===== config.mk =====
export PLATFORM = sky130hd
export DESIGN_NAME = fsp_front
export DESIGN_NICKNAME = d
export VERILOG_FILES = /design/src/sv/fsp_pkg.sv /design/src/sv/fsp_front.sv
export SDC_FILE = /design/constraint.sdc
export NUM_CORES = 2
export LEC_CHECK = 0
export BUFFER_PORTS_ARGS = -buffer_cell sky130_fd_sc_hd__buf_4
export CAP_MARGIN = 20
export CORE_MARGIN = 5
export CORE_UTILIZATION = 55
export DETAILED_ROUTE_END_ITERATION = 8
export PLACE_DENSITY = 0.73
export SLEW_MARGIN = 20
export SYNTH_ARGS = -nofsm -noshare
export SYNTH_HDL_FRONTEND = slang
export SYNTH_SLANG_ARGS = --single-unit

===== constraint.sdc =====
create_clock -name clk -period 29 [get_ports clk]
set_input_delay 4.35 -clock clk [delete_from_list [all_inputs] [get_ports clk]]
set_output_delay 4.35 -clock clk [all_outputs]
set_load 0.005 [all_outputs]

===== src/sv/fsp_pkg.sv =====
package fsp_pkg;

  // Packed stream format.
  localparam int SYMBOL_BITS = 5;
  localparam int PEND_BITS   = SYMBOL_BITS - 1;
  localparam int PCNT_W      = $clog2(SYMBOL_BITS);

  // Input field widths.
  localparam int VALUE_W = 48;
  localparam int GAIN_W  = 32;
  localparam int FW_W    = 6;

  // Scaling datapath.
  localparam int SUM_W     = VALUE_W + 1;
  localparam int MUL_SPLIT = 32;
  localparam int MULH_W    = SUM_W - MUL_SPLIT + GAIN_W;
  localparam int MULL_W    = MUL_SPLIT + GAIN_W;
  localparam int PROD_W    = SUM_W + GAIN_W + 1;
  localparam int CAP_EXP   = 33;
  localparam int MAG_W     = CAP_EXP + 1;

  // Entries in the queue between the scaling pipeline and the packer.
  localparam int QUEUE_DEPTH = 4;

  typedef logic [PEND_BITS-1:0] pend_t;
  typedef logic [PCNT_W-1:0]    pcnt_t;
  typedef logic [MAG_W-1:0]     mag_t;

endpackage


===== src/sv/fsp_front.sv =====
module fsp_front #(
  parameter int MAX_FIELD_BITS = 32,
  parameter int FRACTION_BITS  = 16,
  localparam int WW = $clog2(MAX_FIELD_BITS + 1)
) (
  input  logic                              clk,
  input  logic                              rst,
  input  logic                              in_valid,
  output logic                              in_stall,
  input  logic signed [fsp_pkg::VALUE_W-1:0] raw_value,
  input  logic signed [fsp_pkg::VALUE_W-1:0] offset_value,
  input  logic [fsp_pkg::GAIN_W-1:0]        gain,
  input  logic [fsp_pkg::FW_W-1:0]          field_width,
  input  logic                              is_signed,
  input  logic                              last_field,
  output logic                              out_valid,
  input  logic                              out_ready,
  output logic [MAX_FIELD_BITS-1:0]         out_code,
  output logic [WW-1:0]                     out_rem,
  output logic                              out_last
);

  localparam int RND_SH = 2 * FRACTION_BITS;
  localparam logic [fsp_pkg::PROD_W-1:0] HALF = fsp_pkg::PROD_W'(1) << (RND_SH - 1);

  logic [7:1] vld;
  logic       adv;

  logic [fsp_pkg::SUM_W-1:0]  sum1;
  logic [fsp_pkg::GAIN_W-1:0] gain1;
  logic [fsp_pkg::SUM_W-1:0]  mag2;
  logic [fsp_pkg::GAIN_W-1:0] gain2;
  logic [fsp_pkg::MULL_W-1:0] p0_3;
  logic [fsp_pkg::MULH_W-1:0] p1_3;
  logic [fsp_pkg::PROD_W-1:0] prod4;
  fsp_pkg::mag_t              q5;
  logic [MAX_FIELD_BITS-1:0]  code6;
  logic [MAX_FIELD_BITS-1:0]  code7;
  logic [WW-1:0]              rem7;

  logic [WW-1:0] w_s    [1:6];
  logic          sgn_s  [1:5];
  logic          neg_s  [2:5];
  logic          last_s [1:7];

  logic [fsp_pkg::PROD_W-1:0] qfull;
  logic                       over;
  fsp_pkg::mag_t              lim_neg;
  fsp_pkg::mag_t              lim_pos;
  fsp_pkg::mag_t              lim;
  fsp_pkg::mag_t              mag_cl;
  fsp_pkg::mag_t              val;

  // The whole pipeline moves together; it holds only when its last stage
  // is full and the queue cannot take the request.
  assign adv      = !vld[7] || out_ready;
  assign in_stall = !adv;

  always_ff @(posedge clk) begin
    if (rst) begin
      vld <= '0;
    end else if (adv) begin
      vld <= {vld[6:1], in_valid};
    end
  end

  always_comb begin
    qfull = prod4 >> RND_SH;
    over  = (|qfull[fsp_pkg::PROD_W-1:fsp_pkg::MAG_W]) ||
            (qfull[fsp_pkg::CAP_EXP] && (|qfull[fsp_pkg::CAP_EXP-1:0]));
  end

  // Clamp in the magnitude domain: a negative value is limited to 2^(w-1)
  // when signed and to zero when unsigned.
  always_comb begin
    lim_neg = (fsp_pkg::MAG_W'(1) << w_s[5]) >> 1;
    lim_pos = sgn_s[5] ? (lim_neg - fsp_pkg::MAG_W'(1))
                       : ((fsp_pkg::MAG_W'(1) << w_s[5]) - fsp_pkg::MAG_W'(1));
    lim     = neg_s[5] ? lim_neg : lim_pos;
    mag_cl  = (q5 > lim) ? lim : q5;
    if (neg_s[5]) begin
      val = sgn_s[5] ? (fsp_pkg::MAG_W'(0) - mag_cl) : '0;
    end else begin
      val = mag_cl;
    end
  end

  always_ff @(posedge clk) begin
    if (adv) begin
      sum1  <= {raw_value[fsp_pkg::VALUE_W-1], raw_value} +
               {offset_value[fsp_pkg::VALUE_W-1], offset_value};
      gain1 <= gain;
      w_s[1] <= (field_width > fsp_pkg::FW_W'(MAX_FIELD_BITS)) ?
                WW'(MAX_FIELD_BITS) : WW'(field_width);
      sgn_s[1]  <= is_signed;
      last_s[1] <= last_field;

      neg_s[2] <= sum1[fsp_pkg::SUM_W-1];
      mag2     <= sum1[fsp_pkg::SUM_W-1] ? (fsp_pkg::SUM_W'(0) - sum1) : sum1;
      gain2    <= gain1;

      p0_3     <= mag2[fsp_pkg::MUL_SPLIT-1:0] * gain2;
      p1_3     <= mag2[fsp_pkg::SUM_W-1:fsp_pkg::MUL_SPLIT] * gain2;
      neg_s[3] <= neg_s[2];

      prod4    <= (fsp_pkg::PROD_W'(p1_3) << fsp_pkg::MUL_SPLIT) +
                  fsp_pkg::PROD_W'(p0_3) + HALF;
      neg_s[4] <= neg_s[3];

      q5       <= over ? (fsp_pkg::MAG_W'(1) << fsp_pkg::CAP_EXP)
                       : qfull[fsp_pkg::MAG_W-1:0];
      neg_s[5] <= neg_s[4];

      code6    <= val[MAX_FIELD_BITS-1:0];

      // Left-align so the packer always takes bits from the top.
      code7 <= code6 << (WW'(MAX_FIELD_BITS) - w_s[6]);
      rem7  <= w_s[6];

      for (int i = 2; i <= 6; i++) begin
        w_s[i] <= w_s[i-1];
      end
      for (int i = 2; i <= 5; i++) begin
        sgn_s[i] <= sgn_s[i-1];
      end
      for (int i = 2; i <= 7; i++) begin
        last_s[i] <= last_s[i-1];
      end
    end
  end

  assign out_valid = vld[7];
  assign out_code  = code7;
  assign out_rem   = rem7;
  assign out_last  = last_s[7];

endmodule


==> results.py <==
metrics = {
    "sta": {
        "finClkSkew_ps": 116,
        "fin_setup_tns_ps": 0,
        "finalCriticalPeriod_ps": 9970,
        "maxSlewHeadroom": 0.232,
        "slew_violations": 0,
        "fmax_mhz": 100,
        "fin_crit_sh": 0.344,
        "hold_violations": 0,
        "fin_ws_ps": 19030,
        "holdWs_ps": 412,
        "setup_violations": 0,
        "worstMarginPinSlew_ps": 1150,
        "rsz0062_at_grt": "no",
    },
    "synth": {
        "syn_area_um2": 73200,
        "syn_area_per_cell_um2": 9.62,
        "yosysWarnings": 0,
        "synth_cell_types": 81,
        "ys_seq_area_frac": 0.186,
        "synth-async-reset-ratio": 0,
        "syn-num-nets": 9597,
        "synthCells": 7610,
        "ys_seq_elements": 457,
        "synth-edff-count": 450,
        "synth_ff_type": "edfxtp_1",
    },
    "route": {
        "drcViolationCount": 0,
        "dr.pass1.iters": 6,
        "viasPerCell": 5.77,
        "drt_iter0_drc": 4451,
        "wl_per_cell_um": 20.7,
        "ant_nets": 0,
        "vias": 54022,
        "drt-total-wl_um": 194000,
    },
    "setup_path": {
        "cp.required_ps": 24650,
        "crit_chain": "buf_4, nand2b_4, clkinv_1, buf_4",
        "max_stage_delay_ps": 550,
        "r2r-start": "gain2[23]",
        "startpoint": "out_ready",
        "reg2regPathDepth": 28,
        "rrSetupSlack_ps": 19130,
        "crit_fanout": 50,
        "crit_family": "buffers and inverters",
        "r2r_end": "p0_3[60]",
        "cp_num_buf_inv": 3,
        "start_kind": "input pin",
        "arrival_ps": 5620,
        "slowest_stage": "nand2b_4",
        "critPathCaptureType": "primary output",
        "crit_type": "input pin to primary output",
        "crit_top_cell": "buf_4",
    },
    "grt": {
        "grtUsageTotal": 0.279,
        "grt_overflow": 0,
        "grt_pass1_wl_um": 310000,
        "grt_pass1_vias": 56953,
        "grt_start_max_net_pins": 93,
        "antenna_found_initial": 11,
    },
    "placement": {
        "place.gp.congestion": 0.914,
        "io_buffers": 180,
        "dp.cells": 9260,
        "dpl.hpwl_um": 141000,
        "preCtsSetupSlack_ps": 19000,
    },
    "floorplan": {
        "fp.coreArea_um2": 132000,
        "ios": 181,
        "die_y_um": 375,
        "dieArea_um2": 141000,
        "fp.dieW_um": 375,
        "initial_utilization": 0.555,
        "rows": 133,
    },
    "status": {
        "status": "finished, final reports clean",
    },
    "cts": {
        "root_buffer": "clkbuf_16",
        "cts_inserted_buffers": 54,
        "clock-sinks": 457,
        "clk_latency_ps": 710,
        "cts_tree": "yes",
        "clk_path_buf_depth": 3,
        "post_cts.repair.setup_buffers": 0,
        "htree_levels": 2,
        "cts.clk_slew.worst_paths_ps": 60,
        "cts.hold.buffers_added": 0,
        "ctsResizeCount": 0,
    },
    "flow_run": {
        "cap_viol_max_count": 0,
    },
    "layout": {
        "stdcell_count": 9367,
        "area_delta_synth_final_pct": 6.68,
        "layout_commonest_cell": "inv_1",
        "drive_gt1_frac": 0.0614,
        "nNetsFinal": 9548,
        "final_cell_mix": "inv_1 (1,403), fa_1 (1,346), nand2_1 (1,200)",
    },
    "hold_path": {
        "whs_endpoint": "sgn_s[0][5]",
        "hold-path-cell-count": 0,
        "min_from": "sgn_s[0][4]",
        "hp-class": "register to register",
    },
}
-- flip-flops by register name, summed over array words and instances, names as in the netlist --
register and flops:
prod4 50, mag2 49, p1_3 49, sum1 49
w_s 36, q5 34, p0_3 33, code6 32
gain1 32, gain2 32, out_code 32, last_s 7
vld 7, out_rem 6, sgn_s 5, neg_s 4
-- logic make-up after synthesis --
family | Yosys count | share of synthesized area
flops | 457 | 0.186
mux | 92 | 0.0153
fa+ha+maj | 1847 | 0.454
xor+xnor | 221 | 0.0264
buf+inv | 1812 | 0.0929
simple gates | 2392 | 0.157
compound gates | 789 | 0.0687
-- layer usage --
layer  global-route usage  vias up  wire (um)
li1                     -    23623          -
met1                0.371    27028      74200
met2                0.446     2833      89000
met3               0.0725      526      22300
met4               0.0988       12       8450
met5                    0        -         70
-- worst max-delay path by stage --
stage               end  slack (ps)  cells after the start
2_1_floorplan  in_stall        4320                      3
3_3_place_gp   in_stall       19040                      4
3_5_place_dp   in_stall       19000                      4
4_1_cts        in_stall       19000                      4
5_1_grt        p0_3[60]       18860                     28
6_report       in_stall       19030                      4
-- cell type report --
class	count	area, um2
Antenna cell	7	17.5
Clock buffer	58	1370
Clock inverter	42	537
Fill cell	11102	53900
Inverter	1408	5290
Multi-Input combinational cell	5341	52800
Sequential cell	457	13700
Tap cell	1755	2200
Timing Repair Buffer	299	2250
-- cell usage after synthesis (32+ instances only) --
library cell / instances / area [um2]
nand2_1: 1200 / 4500
edfxtp_1: 450 / 13500
mux2i_1: 52 / 521
and3_1: 32 / 200
nor2b_1: 33 / 206
nand4_1: 36 / 225
a21oi_1: 227 / 1140
inv_1: 1403 / 5270
xnor2_1: 165 / 1450
xor2_1: 56 / 490
nor2_1: 198 / 743
ha_1: 501 / 6270
o21ai_0: 168 / 841
a21o_1: 103 / 773
fa_1: 1346 / 26900
nand3_1: 71 / 355
and2_1: 636 / 3980
o22ai_1: 33 / 206
clkbuf_1: 390 / 1460
nor3_1: 44 / 220
-- through the flow --
step | util | cell area, um2
after CTS | 0.592 | 78100
after detailed placement | 0.577 | 76200
after global routing | 0.592 | 78100
after floorplan | - | 73200
final | 0.592 | 78100
after global placement | 0.577 | 76200
Power is not shown: default switching activity piles up to over one toggle a cycle in this logic, so the estimate is an artifact.
