--- src/sv/fsp_fifo.sv ---
module fsp_fifo #(
  parameter int WIDTH = 8,
  parameter int DEPTH = 4
) (
  input  logic             clk,
  input  logic             rst,
  input  logic             wr_valid,
  output logic             wr_ready,
  input  logic [WIDTH-1:0] wr_data,
  output logic             rd_valid,
  input  logic             rd_ready,
  output logic [WIDTH-1:0] rd_data
);

  localparam int PW = (DEPTH > 1) ? $clog2(DEPTH) : 1;
  localparam int CW = $clog2(DEPTH + 1);

  logic [WIDTH-1:0] mem [DEPTH];
  logic [PW-1:0]    wptr;
  logic [PW-1:0]    rptr;
  logic [CW-1:0]    count;
  logic             push;
  logic             pop;

  assign wr_ready = (count != CW'(DEPTH));
  assign rd_valid = (count != '0);
  assign push     = wr_valid && wr_ready;
  assign pop      = rd_valid && rd_ready;
  assign rd_data  = mem[rptr];

  always_ff @(posedge clk) begin
    if (rst) begin
      wptr  <= '0;
      rptr  <= '0;
      count <= '0;
    end else begin
      if (push) begin
        wptr <= (wptr == PW'(DEPTH - 1)) ? '0 : wptr + PW'(1);
      end
      if (pop) begin
        rptr <= (rptr == PW'(DEPTH - 1)) ? '0 : rptr + PW'(1);
      end
      if (push && !pop) begin
        count <= count + CW'(1);
      end else if (pop && !push) begin
        count <= count - CW'(1);
      end
    end
  end

  always_ff @(posedge clk) begin
    if (push) begin
      mem[wptr] <= wr_data;
    end
  end

endmodule

--- config.mk ---
export PLATFORM = sky130hd
export DESIGN_NAME = fsp_fifo
export DESIGN_NICKNAME = d
export VERILOG_FILES = /design/src/sv/fsp_fifo.sv
export SDC_FILE = /design/constraint.sdc
export NUM_CORES = 1
export LEC_CHECK = 0
export BUFFER_PORTS_ARGS = -buffer_cell sky130_fd_sc_hd__buf_4
export CORE_MARGIN = 2
export CORE_UTILIZATION = 39
export DETAILED_ROUTE_END_ITERATION = 10
export GPL_ROUTABILITY_DRIVEN = 0
export HOLD_SLACK_MARGIN = 0.1
export PLACE_DENSITY = 0.54
export SYNTH_ARGS = -nofsm -noshare
export SYNTH_HDL_FRONTEND = slang
export SYNTH_SLANG_ARGS = --single-unit
--- constraint.sdc ---
create_clock -name clk -period 3.6 [get_ports clk]
set_clock_uncertainty 0.2 [all_clocks]
set_input_delay 0.54 -clock clk [delete_from_list [all_inputs] [get_ports clk]]
set_output_delay 0.54 -clock clk [all_outputs]
set_load 0.02 [all_outputs]
==> results.txt, run 1 <==
The flow ran to the end, and the final reports show no timing, DRC or antenna violations. The via total after detailed routing came out at 824. Global routing consumed, on the met2 layer, 22.0% of the routing resources. Entering global routing, the biggest net connects 14 pins.

The synthesized netlist cell count is 90. The clock-pin slew of the registers on the worst-case setup and hold paths is 0.08 ns. The TritonCTS buffer count came out at 5. The post-route antenna net violation count came out at 0. The tree is rooted in a sky130_fd_sc_hd__clkbuf_8. The max-slew violation total from the final report is 0. The highest clock frequency the design can meet came out at 0.387 GHz. Setup repair after global routing left no endpoint under its margin. Of all nets on the critical path, the largest fanout is 5.

The sequential cell fraction of total power is 45.9%. Once detailed placement completed, the half-perimeter wirelength came to 1870 um. The number of global-route vias before repair is 890. The summed negative setup slack over all endpoints is 0 ns.

The full die area came out at 4720 sq um. The number of flip-flops and latches in the synthesized netlist is 41. The diode insertion count for antenna repair is 0. Power spread over the standard cell area amounts to 716 nW/um^2.

The number of gates resized after CTS is 0. The layout overhead on the synthesized area came out at 19.1%. The cell count after placement is 157. The y dimension of the die came out at 68.7 um. The netlist uses 26 different library cells. TritonCTS built the clock tree.

The internal power of the cells totals 0.987 mW. The max capacitance violation total came out at 0. The first global-routing pass estimated 4350 um of wire. The number of detailed-routing iterations run before antenna repair came out at 4. The maximum resistive drop on vdd is 416 uV. The delay contributed by the slowest stage of the critical path is 0.51 ns.

The routing usage on met3 is 4.55%. The average routed wire per standard cell is 16.4 um. The signal on the critical path passes through o31ai_1, ha_1, inv_1, fa_1, xor2_1, or3_2, a21oi_1.

The global route total overflow is 0. Of the total power, the share spent switching nets is 29.2%. The count of input and output buffers is 21. The total number of clock tree sinks is 41.

The static leakage power came out at 0.714 nW. After synthesis, the mean cell area works out to 18.2 sq um. The final hold violation count is 0.

The clock period minus worst slack is 2.58 ns. The worst reg-to-reg setup slack is 1.02 ns. For this configuration, the core starts out at a cell density of 40.6%. The ratio of routed vias to standard cells came out at 4.99. The worst endpoint required time is 3.63 ns.

The die span in x is 68.7 um. STA classifies the critical path startpoint as a flip-flop. The remaining max-slew budget at the tightest pin is 60.8%. The sequential cell area fraction in the yosys report came out at 69.8%. The overall global routing resource usage is 13.6%. The hold buffer count at cts came out at 0. Sorting the synthesized cells by area gives the leading types as sky130_fd_sc_hd__edfxtp_1, sky130_fd_sc_hd__dfxtp_1, sky130_fd_sc_hd__mux4_2. Clock latency on the worst-skew pair, taken at its later pin, is 0.29 ns. In this run the core area contains 23 standard-cell rows. The overall routed net length is 2700 um. For the pin with the worst max-slew slack, the measured transition is 0.588 ns.

The synthesized netlist net count is 109. In this run the post-CTS setup repair buffer count came out at 0. The final net count came out at 133.

The synthesized netlist occupies a cell area of 1630 sq um. The path with the worst hold slack has its endpoint at mem[0][6]. The worst reg2reg path startpoint is count[0]. In this run, the clock network consumes 25.3% of the power.

The worst path arrival time came out at 2.61 ns. The met1 demand-to-capacity share in global routing is 16.3%. The worst hold path begins at wr_data[6]. The worst hold path belongs to the class in -> reg.

The number of cells on the worst hold path came out at 1. The switching power total is 0.407 mW. The number of DRC violations after detailed routing came out at 0. The utilization after layout is 48.3%. Setup violations remaining at the end of the flow were counted as 0.

The core outline area is 4030 sq um. The number of warnings printed during yosys synthesis came out at 0. The number of DRC markers in iteration 0 is 45. In this run the biggest area consumer among cell types represents 58.8% of the synthesized area.

The part of the total power dissipated in combinational logic is 28.7%. The most utilized layer in the global route result is met2. The final clock period utilization by the worst path came out at 71.8%.

The worst reg2reg path depth is 7. The worst setup path is captured at a flip-flop. The share of final-layout standard cells stronger than drive strength 1 came out at 38.3%.

The number of H-tree levels is 2. The number of buffers between clock root and the deepest sink is 2. The cell taking the most area after synthesis is sky130_fd_sc_hd__edfxtp_1. The final non-filler cell total is 165. Pin placement for this block handled 22 I/O pins. The initial antenna violation count was 0. The cell with the biggest individual delay on the critical path is sky130_fd_sc_hd__o31ai_1. The critical path is of the reg -> reg type. The worst register-to-register path ends at count[2].
[cells in the final DEF, fill, tap and decap left out, drive strengths merged]
master	Yosys	layout
or3b	1	1
edfxtp	32	32
nor3	1	1
clkbuf	2	5
clkinvlp	0	1
ha	6	6
nand3	1	1
nand2b	2	2
and2	1	1
mux2i	3	3
buf	2	21
clkinv	0	1
fa	1	1
bufinv	0	1
mux4	8	8
dfxtp	9	9
xor2	2	2
o31ai	2	2
or3	3	3
o21ai	1	1
and3	4	4
nand2	1	1
a21oi	2	2
inv	3	3
nor2	3	3
[critical path, delay by kind of cell, from the launching register on]
| family | cells | cell delay (ns) |
|---|---|---|
| xor+xnor | 1 | 0.15 |
| simple gates | 1 | 0.41 |
| compound gates | 2 | 0.65 |
| fa+ha+maj | 2 | 0.68 |
| buf+inv | 1 | 0.06 |
| flops | 1 | 0.36 |
[cell families (layout without fill, tap and decap cells)]
logic type | count (synthesis) | after routing | synth area share [%]
muxes | 11 | 11 | 12.9
buffers and inverters | 7 | 32 | 1.76
and+or+nand+nor | 17 | 17 | 6.51
DFF | 41 | 41 | 69.8
AOI/OAI and AO/OA | 5 | 5 | 2.14
xor gates and xnor gates | 2 | 2 | 1.07
adders and majority gates | 7 | 7 | 5.82
[area by class of cell]
class                           count  area (sq um)
Clock inverter                      3          41.3
Multi-Input combinational cell     42           464
Sequential cell                    41          1140
Inverter                            3          11.3
Clock buffer                        5          68.8
Tap cell                           50          62.6
Timing Repair Buffer               21           158
Fill cell                         357          2080
[synthesized netlist by cell type, drive strengths merged]
library cell and count:
or3b 1, nand2b 2, o21ai 1, or3 3
buf 2, and2 1, clkbuf 2, xor2 2
nor2 3, and3 4, nand3 1, a21oi 2
o31ai 2, nor3 1, ha 6, nand2 1
mux2i 3, dfxtp 9, mux4 8, edfxtp 32
inv 3, fa 1
[how the worst max path moves through the flow]
stage	from	endpoint	slack, ns
after floorplan	count[0]	count[2]	1.18
after global placement	count[0]	count[2]	1.12
after detailed placement	count[0]	count[2]	0.99
after CTS	count[0]	count[2]	0.98
after global routing	count[0]	count[2]	0.86
final	count[0]	count[2]	1.02
[state kept, by name (all words and copies together) (netlist names), named ones only]
name,cells
count,3
rptr,2
wptr,2
mem,32
[power groups by stage]
stage | logic [mW] | registers (mW) | clock network [mW]
after floorplan | 0.299 | 0.619 | 0
after global placement | 0.398 | 0.650 | 0
after detailed placement | 0.404 | 0.654 | 0
after CTS | 0.406 | 0.644 | 0.367
after global routing | 0.448 | 0.654 | 0.387
final | 0.400 | 0.640 | 0.353
[per-stage QoR]
stage,hold WS [ns],instance area (sq um),worst slack (ns),power (mW)
finish,0.248,1950,1.02,1.39
global route,0.234,1950,0.862,1.49
CTS,0.242,1950,0.976,1.42
detailed placement,0.301,1840,0.992,1.06
global placement,0.279,1840,1.12,1.05
floorplan,0.263,1630,1.18,0.918
[routing by layer]
metal  routed length, um  part of all wire, %
met1                1210                   45
met2                1290                   48
met3                 143                  5.3
met4                  53                  2.0
met5                   0                    0
Note: power is estimated with default switching activity, not from simulation.
==> run 2: changes to the inputs <==
- clock period: 3.6 -> 2.5 ns (I/O delays scaled with it)
==> run 2 against run 1 <==
  * Power up 39%
  * Cell count rose by 6.7%
  * Count of clock-buffer cells in the layout unchanged
  * Wire length decreased by 2.0%
  * Global-route usage fell by 0.21 points
  * Sequential share of layout area down 2.2 points
  * Combinational power up 60%
  * Clock power rose by 10%
  * Flip-flop and latch count is the same
  * Non-clock buffer count rose by 11
  * Critical path depth grew 1
  * Worst setup slack worse by 0.85 ns
  * Largest cell class unchanged
  * Highest routed layer unchanged
==> results.txt, run 2 (synthesis results as in run 1) <==
The part of the total power dissipated in combinational logic came out at 33.1%. The number of H-tree levels came out at 2. The clock network is responsible for 20.1% of the overall power.

The tool flagged a number of max-cap violations equal to 0. In this run, flip-flops and latches consume 46.8% of the power. The cell count after placement is 160. CTS saw 41 sinks. The total half-perimeter wirelength after legalization and detailed placement came out at 1840 um.

The final net count is 144. In the routed layout, each cell is associated on average with a via count of 4.91. The utilization after layout came out at 50.3%. The total of endpoints with negative setup slack in the final report came out at 0.

The library cell used most frequently in the layout, excluding fill and tap cells, is sky130_fd_sc_hd__edfxtp_1. The diode insertion count for antenna repair came out at 0. The post-layout instance area is 2030 sq um. Tracing the worst setup path back leads to its startpoint at count[2].

The number of global-route vias before repair is 901. The post-route antenna net violation count came out at 0. TritonCTS built the clock tree. The worst reg2reg path startpoint is count[2]. For the worst-skew pair, the clock arrives at the later sink with an insertion delay of 0.28 ns. The overall routed net length is 2640 um. The register with the most flip-flops in the layout has 32 of them.

The die span in x is 68.7 um. Before antenna repair, the detailed router went through 4 iterations. The initial antenna violation count is 0.

The region available for standard cell placement spans 4030 sq um. The tightest min-delay check is of the in -> reg type. The largest net degree at the start of global routing is 13. Setup slack closes at 0.165 ns.

The post-route netlist has 38.9% of its cells at a drive strength greater than 1. The clock period minus worst slack is 2.34 ns. The cell-internal power is 1.35 mW. The maximum resistive drop on vdd is 703 uV.

The worst path arrival time is 2.35 ns. The startpoint kind of the worst setup timing path is a flip-flop. The max-slew violation total from the final report is 0. The worst endpoint required time is 2.52 ns. The cell sitting at the root of the clock tree is a sky130_fd_sc_hd__clkbuf_8. The final hold violation count came out at 0.

Leaving out filler cells and counting taps, the final layout contains 176. The flow ran to the end, and the final reports show no timing, DRC or antenna violations. STA classifies the critical path endpoint as a flip-flop. The count of buffers added by post-CTS timing repair for setup came out at 0. The switching fraction of total power came out at 30.2%. The detailed router finished its first iteration with 23 violations. The starting density of the core is 40.6%.

The global route total overflow is 0. In this run the worst path has a maximum fanout of 5. The total of fill cells in the finished design came out at 369.

In this run the power spent charging and discharging nets is 0.585 mW. The most flop-heavy register is mem. The worst-margin pin slew came out at 0.400 ns. For this design the static power due to leakage is 0.753 nW. In the final layout, the registers with the most flip-flops are mem x32, count x3. In this run the critical register-to-register path is captured at count[2]. The remaining max-slew budget at the tightest pin came out at 73.3%. The TritonCTS buffer count came out at 5. The overall global routing resource usage is 13.4%. The wire length of the first global-routing pass came out at 4260 um.

Port buffering added 21 buffers. The number of buffers between clock root and the deepest sink is 2. In the layout the commonest cells are sky130_fd_sc_hd__edfxtp_1, sky130_fd_sc_hd__buf_4, sky130_fd_sc_hd__mux4_2, sky130_fd_sc_hd__dlygate4sd3_1, sky130_fd_sc_hd__dfxtp_1. The final clock period utilization by the worst path is 93.4%. The worst reg-to-reg setup slack came out at 0.16 ns.

The number of DRC violations after detailed routing came out at 0. Timing analysis after detailed placement gives a worst setup slack of 0.157 ns. For this block, the via count after detailed routing is 864.

Following the worst setup path forward leads to its endpoint at count[2]. The power per cell area is 956 nW/um^2. The layout overhead on the synthesized area came out at 24.1%.

The post-placement cell area is 1860 sq um. Summed over all failing endpoints, the final setup total negative slack is 0 ns. Clock-pin slew was measured on the worst setup and hold paths at 0.07 ns. Measured in cells, the most critical reg-to-reg path has a length of 8.

After detailed routing, the average wire length per cell comes to 15.0 um. The critical path is of the reg -> reg type. The highest clock frequency the design can meet came out at 0.428 GHz. The y dimension of the die is 68.7 um. During I/O placement, the number of pins put on the boundary was 22.

The full die area is 4720 sq um. The row count is 23.
## run 2: cell types whose count changed in the layout (fill, tap and decap cells not counted)
cell	change
sky130_fd_sc_hd__dlygate4sd3_1	+8
sky130_fd_sc_hd__clkinv_1	+1
sky130_fd_sc_hd__o31ai_2	+1
sky130_fd_sc_hd__dfxtp_1	-2
sky130_fd_sc_hd__clkinvlp_4	-1
sky130_fd_sc_hd__clkinv_2	+1
sky130_fd_sc_hd__buf_4	+3
sky130_fd_sc_hd__dfxtp_2	+2
sky130_fd_sc_hd__o31ai_1	-1
sky130_fd_sc_hd__bufinv_16	-1
## run 2: worst max-delay path, stage by stage (launching register included)
cell,delay (ns)
sky130_fd_sc_hd__dfxtp_1,0.40
sky130_fd_sc_hd__or3b_1,0.39
sky130_fd_sc_hd__and2_4,0.19
sky130_fd_sc_hd__ha_1,0.22
sky130_fd_sc_hd__inv_1,0.07
sky130_fd_sc_hd__fa_1,0.17
sky130_fd_sc_hd__xor2_1,0.08
sky130_fd_sc_hd__or3_2,0.41
sky130_fd_sc_hd__a21oi_1,0.14
## run 2: final cells by class
class                      instances  area [sq um]  share of cell area (%)
clock inverter                     3          12.5                   0.617
inverter                           3          11.3                   0.555
sequential                        41          1140                    56.4
tap                               50          62.6                    3.08
timing repair buffer              32           260                    12.8
multi-input combinational         42           469                    23.1
clock buffer                       5          68.8                    3.39
## run 2: routing by layer
| metal | part of all wire, % | track usage, % | up-vias |
|---|---|---|---|
| met3 | 4.8 | 5.36 | 4 |
| li1 | - | - | 416 |
| met2 | 50 | 23.0 | 20 |
| met1 | 44 | 14.9 | 424 |
| met5 | 0 | 0 | - |
| met4 | 1.0 | 5.15 | 0 |
## run 2: repair_timing
action | CTS | global route
endpoints found under the setup margin | 0 | 1
hold buffers | 8 | 0
gates resized for setup | 0 | 3
hold endpoints to repair | 32 | 0
## run 2: how the worst min path moves through the flow
stage	from	to	depth (start not counted)
3_5_place_dp	rptr[0]	flip-flop	2
5_1_grt	rst	count[1]	2
2_1_floorplan	rptr[0]	flip-flop	2
6_report	rst	count[0]	2
4_1_cts	rst	count[2]	2
3_3_place_gp	rptr[0]	rptr[0]	2
## run 2: per-stage QoR
step	hold slack (ns)	power, mW
floorplan	0.263	1.32
global route	0.124	2.07
global placement	0.278	1.53
CTS	0.111	1.96
detailed placement	0.287	1.55
finish	0.122	1.94
## run 2: power by group through the flow
stage               Sequential, mW  Combinational, mW  Clock, mW
detailed placement           0.916              0.635          0
floorplan                    0.892              0.430          0
global placement             0.910              0.624          0
global route                 0.923              0.711      0.432
finish                       0.907              0.641      0.390
CTS                          0.901              0.651      0.409
