--- src/sv/fsp_pkg.sv ---
package fsp_pkg;

  // Packed stream format.
  localparam int SYMBOL_BITS = 5;
  localparam int PEND_BITS   = SYMBOL_BITS - 1;
  localparam int PCNT_W      = $clog2(SYMBOL_BITS);

  // Input field widths.
  localparam int VALUE_W = 48;
  localparam int GAIN_W  = 32;
  localparam int FW_W    = 6;

  // Scaling datapath.
  localparam int SUM_W     = VALUE_W + 1;
  localparam int MUL_SPLIT = 32;
  localparam int MULH_W    = SUM_W - MUL_SPLIT + GAIN_W;
  localparam int MULL_W    = MUL_SPLIT + GAIN_W;
  localparam int PROD_W    = SUM_W + GAIN_W + 1;
  localparam int CAP_EXP   = 33;
  localparam int MAG_W     = CAP_EXP + 1;

  // Entries in the queue between the scaling pipeline and the packer.
  localparam int QUEUE_DEPTH = 4;

  typedef logic [PEND_BITS-1:0] pend_t;
  typedef logic [PCNT_W-1:0]    pcnt_t;
  typedef logic [MAG_W-1:0]     mag_t;

endpackage

--- src/sv/fsp_back.sv ---
module fsp_back #(
  parameter int MAX_FIELD_BITS = 32,
  localparam int WW = $clog2(MAX_FIELD_BITS + 1)
) (
  input  logic                                clk,
  input  logic                                rst,
  input  logic                                item_valid,
  output logic                                item_ready,
  input  logic [MAX_FIELD_BITS-1:0]           item_code,
  input  logic [WW-1:0]                       item_rem,
  input  logic                                item_last,
  output logic                                out_valid,
  input  logic                                out_stall,
  output logic [fsp_pkg::SYMBOL_BITS-1:0]     symbol,
  output logic                                last_symbol
);

  localparam int SB = fsp_pkg::SYMBOL_BITS;
  localparam int PB = fsp_pkg::PEND_BITS;
  localparam int CW = fsp_pkg::PCNT_W;

  logic                      busy;
  logic [MAX_FIELD_BITS-1:0] code;
  logic [WW-1:0]             rem;
  logic                      last;
  fsp_pkg::pend_t            pend;
  fsp_pkg::pcnt_t            pcnt;

  logic                      out_free;
  logic                      step;
  logic                      take;
  logic [CW-1:0]             need;
  logic [SB-1:0]             top5;
  logic [PB-1:0]             top4;
  logic [PB-1:0]             top4_sh;
  logic [PB+SB-1:0]          window;
  logic [SB-1:0]             sym_val;
  logic                      full;
  logic [MAX_FIELD_BITS-1:0] code_sh;
  logic [WW-1:0]             r2;
  logic [CW-1:0]             comb_cnt;

  logic                      emit;
  logic                      emit_last;
  logic                      done;
  logic [MAX_FIELD_BITS-1:0] code_next;
  logic [WW-1:0]             rem_next;
  fsp_pkg::pend_t            pend_next;
  fsp_pkg::pcnt_t            pcnt_next;

  assign out_free   = !out_valid || !out_stall;
  assign step       = busy && out_free;
  assign item_ready = !busy || (step && done);
  assign take       = item_valid && item_ready;

  // Pending bits are right-aligned with zeros above them, and the field is
  // left-aligned with zeros below its remaining bits, so one shift of the
  // joined window gives both a full symbol and a zero-padded flush.
  always_comb begin
    need     = CW'(SB) - pcnt;
    top5     = code[MAX_FIELD_BITS-1 -: SB];
    top4     = code[MAX_FIELD_BITS-1 -: PB];
    window   = {pend, top5};
    sym_val  = SB'(window >> pcnt);
    full     = (rem >= WW'(need));
    code_sh  = code << need;
    top4_sh  = code_sh[MAX_FIELD_BITS-1 -: PB];
    r2       = rem - WW'(need);
    comb_cnt = pcnt + CW'(rem);
  end

  always_comb begin
    emit      = 1'b0;
    emit_last = 1'b0;
    done      = 1'b0;
    code_next = code;
    rem_next  = rem;
    pend_next = pend;
    pcnt_next = pcnt;
    if (full) begin
      emit      = 1'b1;
      code_next = code_sh;
      rem_next  = r2;
      pend_next = '0;
      pcnt_next = '0;
      if (r2 == '0) begin
        done      = 1'b1;
        emit_last = last;
      end else if ((r2 < WW'(SB)) && !last) begin
        // The tail of the field fits in the pending register right away.
        done      = 1'b1;
        pend_next = PB'(top4_sh >> (CW'(PB) - CW'(r2)));
        pcnt_next = CW'(r2);
      end
    end else begin
      done = 1'b1;
      if (last) begin
        emit      = (comb_cnt != '0);
        emit_last = 1'b1;
        pend_next = '0;
        pcnt_next = '0;
      end else begin
        pend_next = PB'({pend, top4} >> (CW'(PB) - CW'(rem)));
        pcnt_next = comb_cnt;
      end
    end
  end

  always_ff @(posedge clk) begin
    if (rst) begin
      busy      <= 1'b0;
      pend      <= '0;
      pcnt      <= '0;
      out_valid <= 1'b0;
    end else begin
      if (step) begin
        pend <= pend_next;
        pcnt <= pcnt_next;
      end
      if (take) begin
        busy <= 1'b1;
      end else if (step && done) begin
        busy <= 1'b0;
      end
      if (out_free) begin
        out_valid <= step && emit;
      end
    end
  end

  always_ff @(posedge clk) begin
    if (take) begin
      code <= item_code;
      rem  <= item_rem;
      last <= item_last;
    end else if (step) begin
      code <= code_next;
      rem  <= rem_next;
    end
    if (step && emit) begin
      symbol      <= sym_val;
      last_symbol <= emit_last;
    end
  end

endmodule

--- config.mk ---
export PLATFORM = sky130hd
export DESIGN_NAME = fsp_back
export DESIGN_NICKNAME = d
export VERILOG_FILES = /design/src/sv/fsp_pkg.sv /design/src/sv/fsp_back.sv
export SDC_FILE = /design/constraint.sdc
export NUM_CORES = 1
export LEC_CHECK = 0
export BUFFER_PORTS_ARGS = -buffer_cell sky130_fd_sc_hd__buf_2
export CAP_MARGIN = 20
export CELL_PAD_IN_SITES_DETAIL_PLACEMENT = 1
export CELL_PAD_IN_SITES_GLOBAL_PLACEMENT = 1
export CORE_MARGIN = 1.5
export CORE_UTILIZATION = 47
export DETAILED_ROUTE_END_ITERATION = 12
export GPL_ROUTABILITY_DRIVEN = 0
export HOLD_SLACK_MARGIN = 0.1
export PLACE_DENSITY = 0.86
export SETUP_SLACK_MARGIN = 0.02
export SKIP_LAST_GASP = 1
export SYNTH_ARGS = -nofsm -noshare
export SYNTH_HDL_FRONTEND = slang
export SYNTH_SLANG_ARGS = --single-unit
--- constraint.sdc ---
create_clock -name clk -period 5.68 [get_ports clk]
set_input_delay 0.568 -clock clk [delete_from_list [all_inputs] [get_ports clk]]
set_output_delay 0.568 -clock clk [all_outputs]
set_load 0.02 [all_outputs]
==> flow_metrics.env, run 1 <==
export IMPL_leakage_nw=1.921
export IMPL_final_cell_mix="buf_2, nor2_1, edfxtp_1"
export IMPL_r2r_start="pcnt[0]"
export IMPL_multiInputGateArea_sq_um=2658
export IMPL_grt_first_pass_wirelength_um=19060
export IMPL_maxSlewViolCount=0
export IMPL_yosys_top_cells_area="edfxtp_1, mux2_2, mux2i_1"
export IMPL_critPathKind="reg2reg"
export IMPL_hold_depth=1
export IMPL_fin_ws_ns=1.721
export IMPL_reg2reg_depth=13
export IMPL_syn_area_sq_um=4353
export IMPL_rsz0062_at_grt="false"
export IMPL_cts_hold_buffers_added=0
export IMPL_htreeDepth=2
export IMPL_post_cts_buffers=0
export IMPL_hp_class="in2reg"
export IMPL_syn2layout_area_growth_pct=9.859
export IMPL_pre_cts_ws_ns=1.377
export IMPL_yosys_area_top_type="edfxtp_1"
export IMPL_yosysTopAreaCellShare=0.3104
export IMPL_wl_um=11510
export IMPL_place_inst=563
export IMPL_layout_nets=512
export IMPL_regArea_sq_um=1533
export IMPL_finalHoldViolations=0
export IMPL_r2r_end="code[16]"
export IMPL_crit_path_start_kind="flop"
export IMPL_num_io_pins=51
export IMPL_rows=34
export IMPL_hp_start="item_last"
export IMPL_crit_arrival_ns=4.02
export IMPL_yosys_warnings=0
export IMPL_die_area_sq_um=9848
export IMPL_antenna_found_initial=0
export IMPL_die_x_um=99.24
export IMPL_crit_fanout=34
export IMPL_min_period_over_period=0.6969
export IMPL_drt_first_iter_violations=107
export IMPL_antenna_diode_count=0
export IMPL_cp_required_ns=5.74
export IMPL_cts_resized=0
export IMPL_drc_errors=0
export IMPL_drt_first_pass_iters=4
export IMPL_synth_cell_type_count=57
export IMPL_finalSetupTns_ns=0
export IMPL_period_needed_ns=3.959
export IMPL_die_y_um=99.24
export IMPL_setup_viol=0
export IMPL_maxCapViolations=0
export IMPL_numPortBuffers=50
export IMPL_cts_buffers=5
export IMPL_holdWs_ns=0.4295
export IMPL_start_util=0.4919
export IMPL_wl_per_cell_um=20.12
export IMPL_cts_root_buf="clkbuf_8"
export IMPL_grt_ovfl_total=0
export IMPL_detail_route_antenna_nets=0
export IMPL_fmax_mhz=252.6
export IMPL_synth_seq_cells=54
export IMPL_async_flop_share=0
export IMPL_synth_main_ff_cell="edfxtp_1"
export IMPL_cts_tree="yes"
export IMPL_dp_hpwl_um=8451
export IMPL_clkTransAtPathRegs_ns=0.10
export IMPL_synth_avg_cell_area_sq_um=10.19
export IMPL_drive_above_1_share=0.2996
export IMPL_crit_chain="clkinv_1, buf_4, ha_1, inv_1, fa_1, o31ai_1, a21oi_1, a311o_1, a211oi_4, a31o_2, nand2_2, buf_12, mux2_4"
export IMPL_slew_headroom=0.2775
export IMPL_ir_drop_uv=181.4
export IMPL_clock_sinks=54
export IMPL_hold_path_end="last"
export IMPL_clk_latency_ns=0.31
export IMPL_crit_path_max_incr_delay_ns=0.48
export IMPL_grt_pass1_vias=3613
export IMPL_via_per_inst=6.100
export IMPL_worst_pin_slew_ns=1.078
export IMPL_powerDensity_nw_per_um2=447.4
export IMPL_vias=3489
export IMPL_critPathSlowestCell="fa_1"
export IMPL_synth_nets=476
export IMPL_track_usage=0.2433
export IMPL_final_cells=572
export IMPL_synth_edf_count=45
export IMPL_layout_commonest_cell="buf_2"
export IMPL_grt_max_degree=58
export IMPL_rrSetupSlack_ns=1.72
export IMPL_final_setup_skew_ns=0.006410
export IMPL_fillCellCount=1009
export IMPL_synth_seq_area_share=0.3518
export IMPL_status="complete, no violations"
export IMPL_core_area_sq_um=8848
export IMPL_clk_path_buf_depth=2
export IMPL_crit_path_end_kind="flop"
export IMPL_synthCells=427
## logic make-up (layout without fill, tap and decap cells)
group,Yosys count,in the layout,share of synthesized area
AND/OR/NAND/NOR,114,114,0.1173
multiplexers,105,105,0.2984
AO/OA/AOI/OAI,100,100,0.1495
flip-flops,54,54,0.3518
buffers and inverters,39,76,0.04082
XOR/XNOR,9,9,0.02156
adder cells (fa/ha/maj),6,6,0.02070
## routing by layer
layer	track usage	up-vias	share of wire
met4	0.04984	0	0.011
met1	0.3255	1745	0.44
li1	-	1662	-
met2	0.4236	70	0.51
met3	0.03303	12	0.041
met5	0	-	0
## metrics by stage
step           cell area [sq um]  power, W  utilization
3_5_place_dp                4682  0.001915       0.5291
2_1_floorplan               4353  0.001621            -
6_report                    4782  0.002139       0.5404
3_3_place_gp                4654  0.001835       0.5260
4_1_cts                     4762  0.002137       0.5382
5_1_grt                     4782  0.002286       0.5404
## layout make-up
| cell class | instances | share of cell area |
|---|---|---|
| multi-input cells | 334 | 0.5557 |
| flip-flops and latches | 54 | 0.3205 |
| repair buffers | 57 | 0.07012 |
| well taps | 108 | 0.02826 |
| clock buffers | 8 | 0.01675 |
| inverters | 11 | 0.008634 |
## cells in the mapped netlist, drive strengths merged, types with 2 or more instances
master   number
mux2         58
mux4          8
ha            4
a31o          3
o21ai        15
o21a          3
a31oi         5
o2111ai       3
o211ai        3
mux2i        39
nand3         4
edfxtp       45
xnor2         7
dfxtp         9
nor2         47
nor2b         6
a211oi        8
and2          3
a311oi        2
o31ai         2
a221oi        5
nor3          3
nand2        35
clkinv        2
and3          2
fa            2
buf          12
a21oi        40
xor2          2
or3           4
clkbuf       16
nand2b        6
inv           9
## worst max-delay path: cells and delay by family, from the launching register on
kind	cells	cell delay (ns)
simple gates	1	0.23
mux	1	0.32
compound gates	5	1.31
flops	1	0.34
fa+ha+maj	2	0.73
buf+inv	4	0.75
## worst max-delay path by stage
stage                       start  cells after the start  slack [ns]  endpoint
after floorplan           pcnt[1]                      9        0.79   code[0]
after detailed placement  pcnt[0]                     12        1.38  code[11]
after CTS                 pcnt[0]                     12        1.34  code[21]
after global placement    pcnt[0]                     12        1.63  code[19]
after global routing      pcnt[0]                     13        1.51  code[16]
final                     pcnt[0]                     13        1.72  code[16]
## registers in the layout, indices dropped and copies added (netlist names), 3 cells and up
name	count
pend	4
pcnt	3
rem	6
symbol	5
code	32
## power breakdown
group	switching, W	internal (W)	leakage (nW)	total (W)
Sequential	0.000141	0.000605	0.524	0.000746
Clock	0.000128	0.0000882	0.0395	0.000216
Combinational	0.000622	0.000556	1.36	0.00118
(Power assumes the default switching activity.)
==> run 2: changes to the inputs <==
- ABC_AREA: unset -> 1
- CORE_UTILIZATION: 47 -> 42
- PLACE_DENSITY: 0.86 -> 0.84
- clock period: 5.68 -> 4 ns (I/O delays scaled with it)
==> run 2 against run 1 <==
Net effect:
- first-iteration DRC count grew 29%
- wire length rose by 3.6%
- sequential power grew 16%
- core utilization down 7.1 points
- register-to-register slack got worse by 1.1 ns
- largest cell class unchanged
- total power rose by 7.0%
- flip-flop and latch count stayed put
==> flow_metrics.env, run 2 <==
export IMPL_status="complete, no violations"
export IMPL_detail_route_antenna_nets=0
export IMPL_yosys_top_cells_area="edfxtp_1, nand2_1, o21ai_0"
export IMPL_yosysTopAreaCellShare=0.3265
export IMPL_yosys_area_top_type="edfxtp_1"
export IMPL_crit_path_max_incr_delay_ns=0.57
export IMPL_synth_seq_cells=54
export IMPL_grt_ovfl_total=0
export IMPL_regMostFlops="code"
export IMPL_grt_first_pass_wirelength_um=19700
export IMPL_numPortBuffers=50
export IMPL_antenna_diode_count=0
export IMPL_final_setup_skew_ns=0.01139
export IMPL_fin_ws_ns=0.4010
export IMPL_layout_commonest_cell="nand2_1"
export IMPL_cts_hold_buffers_added=0
export IMPL_dp_hpwl_um=8901
export IMPL_cts_buffers=5
export IMPL_worst_pin_slew_ns=0.9949
export IMPL_period_needed_ns=3.599
export IMPL_synth_xor_area_frac=0.006348
export IMPL_grt_max_degree=46
export IMPL_finalHoldViolations=0
export IMPL_die_y_um=102.3
export IMPL_place_inst=754
export IMPL_drive_above_1_share=0.1288
export IMPL_synthAdderAreaFrac=0.02177
export IMPL_layout_nets=677
export IMPL_fmax_mhz=277.9
export IMPL_drc_errors=0
export IMPL_htreeDepth=2
export IMPL_crit_path_start_kind="flop"
export IMPL_synth_common_cells="nand2_1, o21ai_0, nand3_1, inv_1, edfxtp_1"
export IMPL_die_x_um=102.3
export IMPL_drt_first_pass_iters=4
export IMPL_crit_arrival_ns=3.20
export IMPL_rsz0062_at_grt="false"
export IMPL_synth_nets=644
export IMPL_min_period_over_period=0.8998
export IMPL_wl_um=11930
export IMPL_via_per_inst=5.291
export IMPL_async_flop_share=0
export IMPL_final_core_util=0.4693
export IMPL_clock_sinks=54
export IMPL_post_cts_buffers=0
export IMPL_cp_required_ns=3.60
export IMPL_syn_area_sq_um=4139
export IMPL_critPathKind="reg2out"
export IMPL_muxShareOfSynthArea=0.05320
export IMPL_start_util=0.4274
export IMPL_critPathSlowestCell="edfxtp_1"
export IMPL_synth_compound_area_frac=0.1288
export IMPL_clk_latency_ns=0.33
export IMPL_synth_edf_count=45
export IMPL_synth_seq_area_share=0.3700
export IMPL_crit_path_end_kind="primary output"
export IMPL_die_area_sq_um=10460
export IMPL_drt_first_iter_violations=138
export IMPL_synth_top_family_by_area="simple AND/OR/NAND/NOR gates"
export IMPL_powerDensity_nw_per_um2=503.6
export IMPL_synth_avg_cell_area_sq_um=6.956
export IMPL_largest_register_ff_count=32
export IMPL_cts_tree="yes"
export IMPL_crit_fanout=40
export IMPL_wl_per_cell_um=15.66
export IMPL_pre_cts_ws_ns=0.6493
export IMPL_synth_most_common_cell="nand2_1"
export IMPL_final_cells=762
export IMPL_finalSetupTns_ns=0
export IMPL_place_area_sq_um=4462
export IMPL_setup_viol=0
export IMPL_num_io_pins=51
export IMPL_reg_top3="code x32, rem x6, symbol x5"
export IMPL_vias=4032
export IMPL_clk_path_buf_depth=2
export IMPL_synthCells=595
export IMPL_leakage_nw=2.287
export IMPL_final_cell_mix="nand2_1, o21ai_0, nand3_1"
export IMPL_synth_cell_type_count=36
export IMPL_yosys_warnings=0
export IMPL_crit_chain="inv_1, ha_1, inv_1, fa_1, inv_1, nand2_1, nand2_1, nand3_1, nor2_1, nand2_1, nand3_1, nand2_1, nand2_2, buf_4, buf_2"
export IMPL_maxCapViolations=0
export IMPL_cts_root_buf="clkbuf_8"
export IMPL_rows=36
export IMPL_fin_area_sq_um=4544
export IMPL_hp_class="in2reg"
export IMPL_grt_pass1_vias=4105
export IMPL_antenna_found_initial=0
export IMPL_maxSlewViolCount=0
export IMPL_slew_headroom=0.3342
export IMPL_ir_drop_uv=169.6
export IMPL_cts_resized=0
export IMPL_syn2layout_area_growth_pct=9.794
export IMPL_cpMostUsedCell="nand2_1"
export IMPL_synth_simple_area_share=0.3301
export IMPL_synth_main_ff_cell="edfxtp_1"
export IMPL_clkTransAtPathRegs_ns=0.10
export IMPL_core_area_sq_um=9684
export IMPL_track_usage=0.2400
run 2: cell count changes after synthesis, moves of 20 or more:
| cell | previous run | this run |
|---|---|---|
| nand3_1 | 4 | 53 |
| nor2_1 | 47 | 19 |
| mux2_4 | 20 | 0 |
| nand2_1 | 35 | 239 |
| mux2_2 | 38 | 0 |
| inv_1 | 9 | 50 |
| a21oi_1 | 40 | 13 |
| o21ai_0 | 14 | 66 |
run 2: routing by layer:
metal	part of all wire	GRT usage	routed length, um
met1	0.45	0.3123	5355
met2	0.49	0.4182	5858
met3	0.042	0.02873	502
met4	0.018	0.07060	214
met5	0	0	0
run 2: worst paths after layout:
kind	from	to	slack, ns	cells past startpoint
hold / removal	item_last	last	0.25	1
setup reg to reg	rem[0]	code[1]	0.66	16
setup / recovery	rem[0]	item_ready	0.40	15
hold reg to reg	out_valid	out_valid	0.50	2
run 2: logic make-up after synthesis:
kind of cell	after synthesis
DFF	54
buffers and inverters	86
and+or+nand+nor	326
adders and majority gates	6
muxes	22
xor gates and xnor gates	3
AOI/OAI and AO/OA	98
run 2: worst max-delay path, delay by kind of cell, from the launching register on:
family                     cells  cell delay (ns)
DFF                            1             0.57
and+or+nand+nor                8             0.71
adders and majority gates      2             0.60
buffers and inverters          5             1.01
run 2: power by group:
part | internal [W] | leakage, nW | switching, W
Combinational | 0.000373 | 1.72 | 0.000738
Clock | 0.000122 | 0.0450 | 0.000193
Sequential | 0.000780 | 0.523 | 0.0000818
Total | 0.00128 | 2.29 | 0.00101
run 2: area by class of cell:
type	count	area (sq um)
well taps	133	166.4
clock buffers	6	72.57
fillers	1288	5140
flip-flops and latches	54	1531
multi-input cells	455	2247
repair buffers	59	317.8
inverters	53	198.9
clock inverters	2	10.01
run 2: through the flow:
step | hold WS [ns] | power (W)
floorplan | 0.4691 | 0.001679
global placement | 0.4694 | 0.001926
detailed placement | 0.4898 | 0.001981
CTS | 0.2460 | 0.002300
global route | 0.2419 | 0.002483
finish | 0.2526 | 0.002289
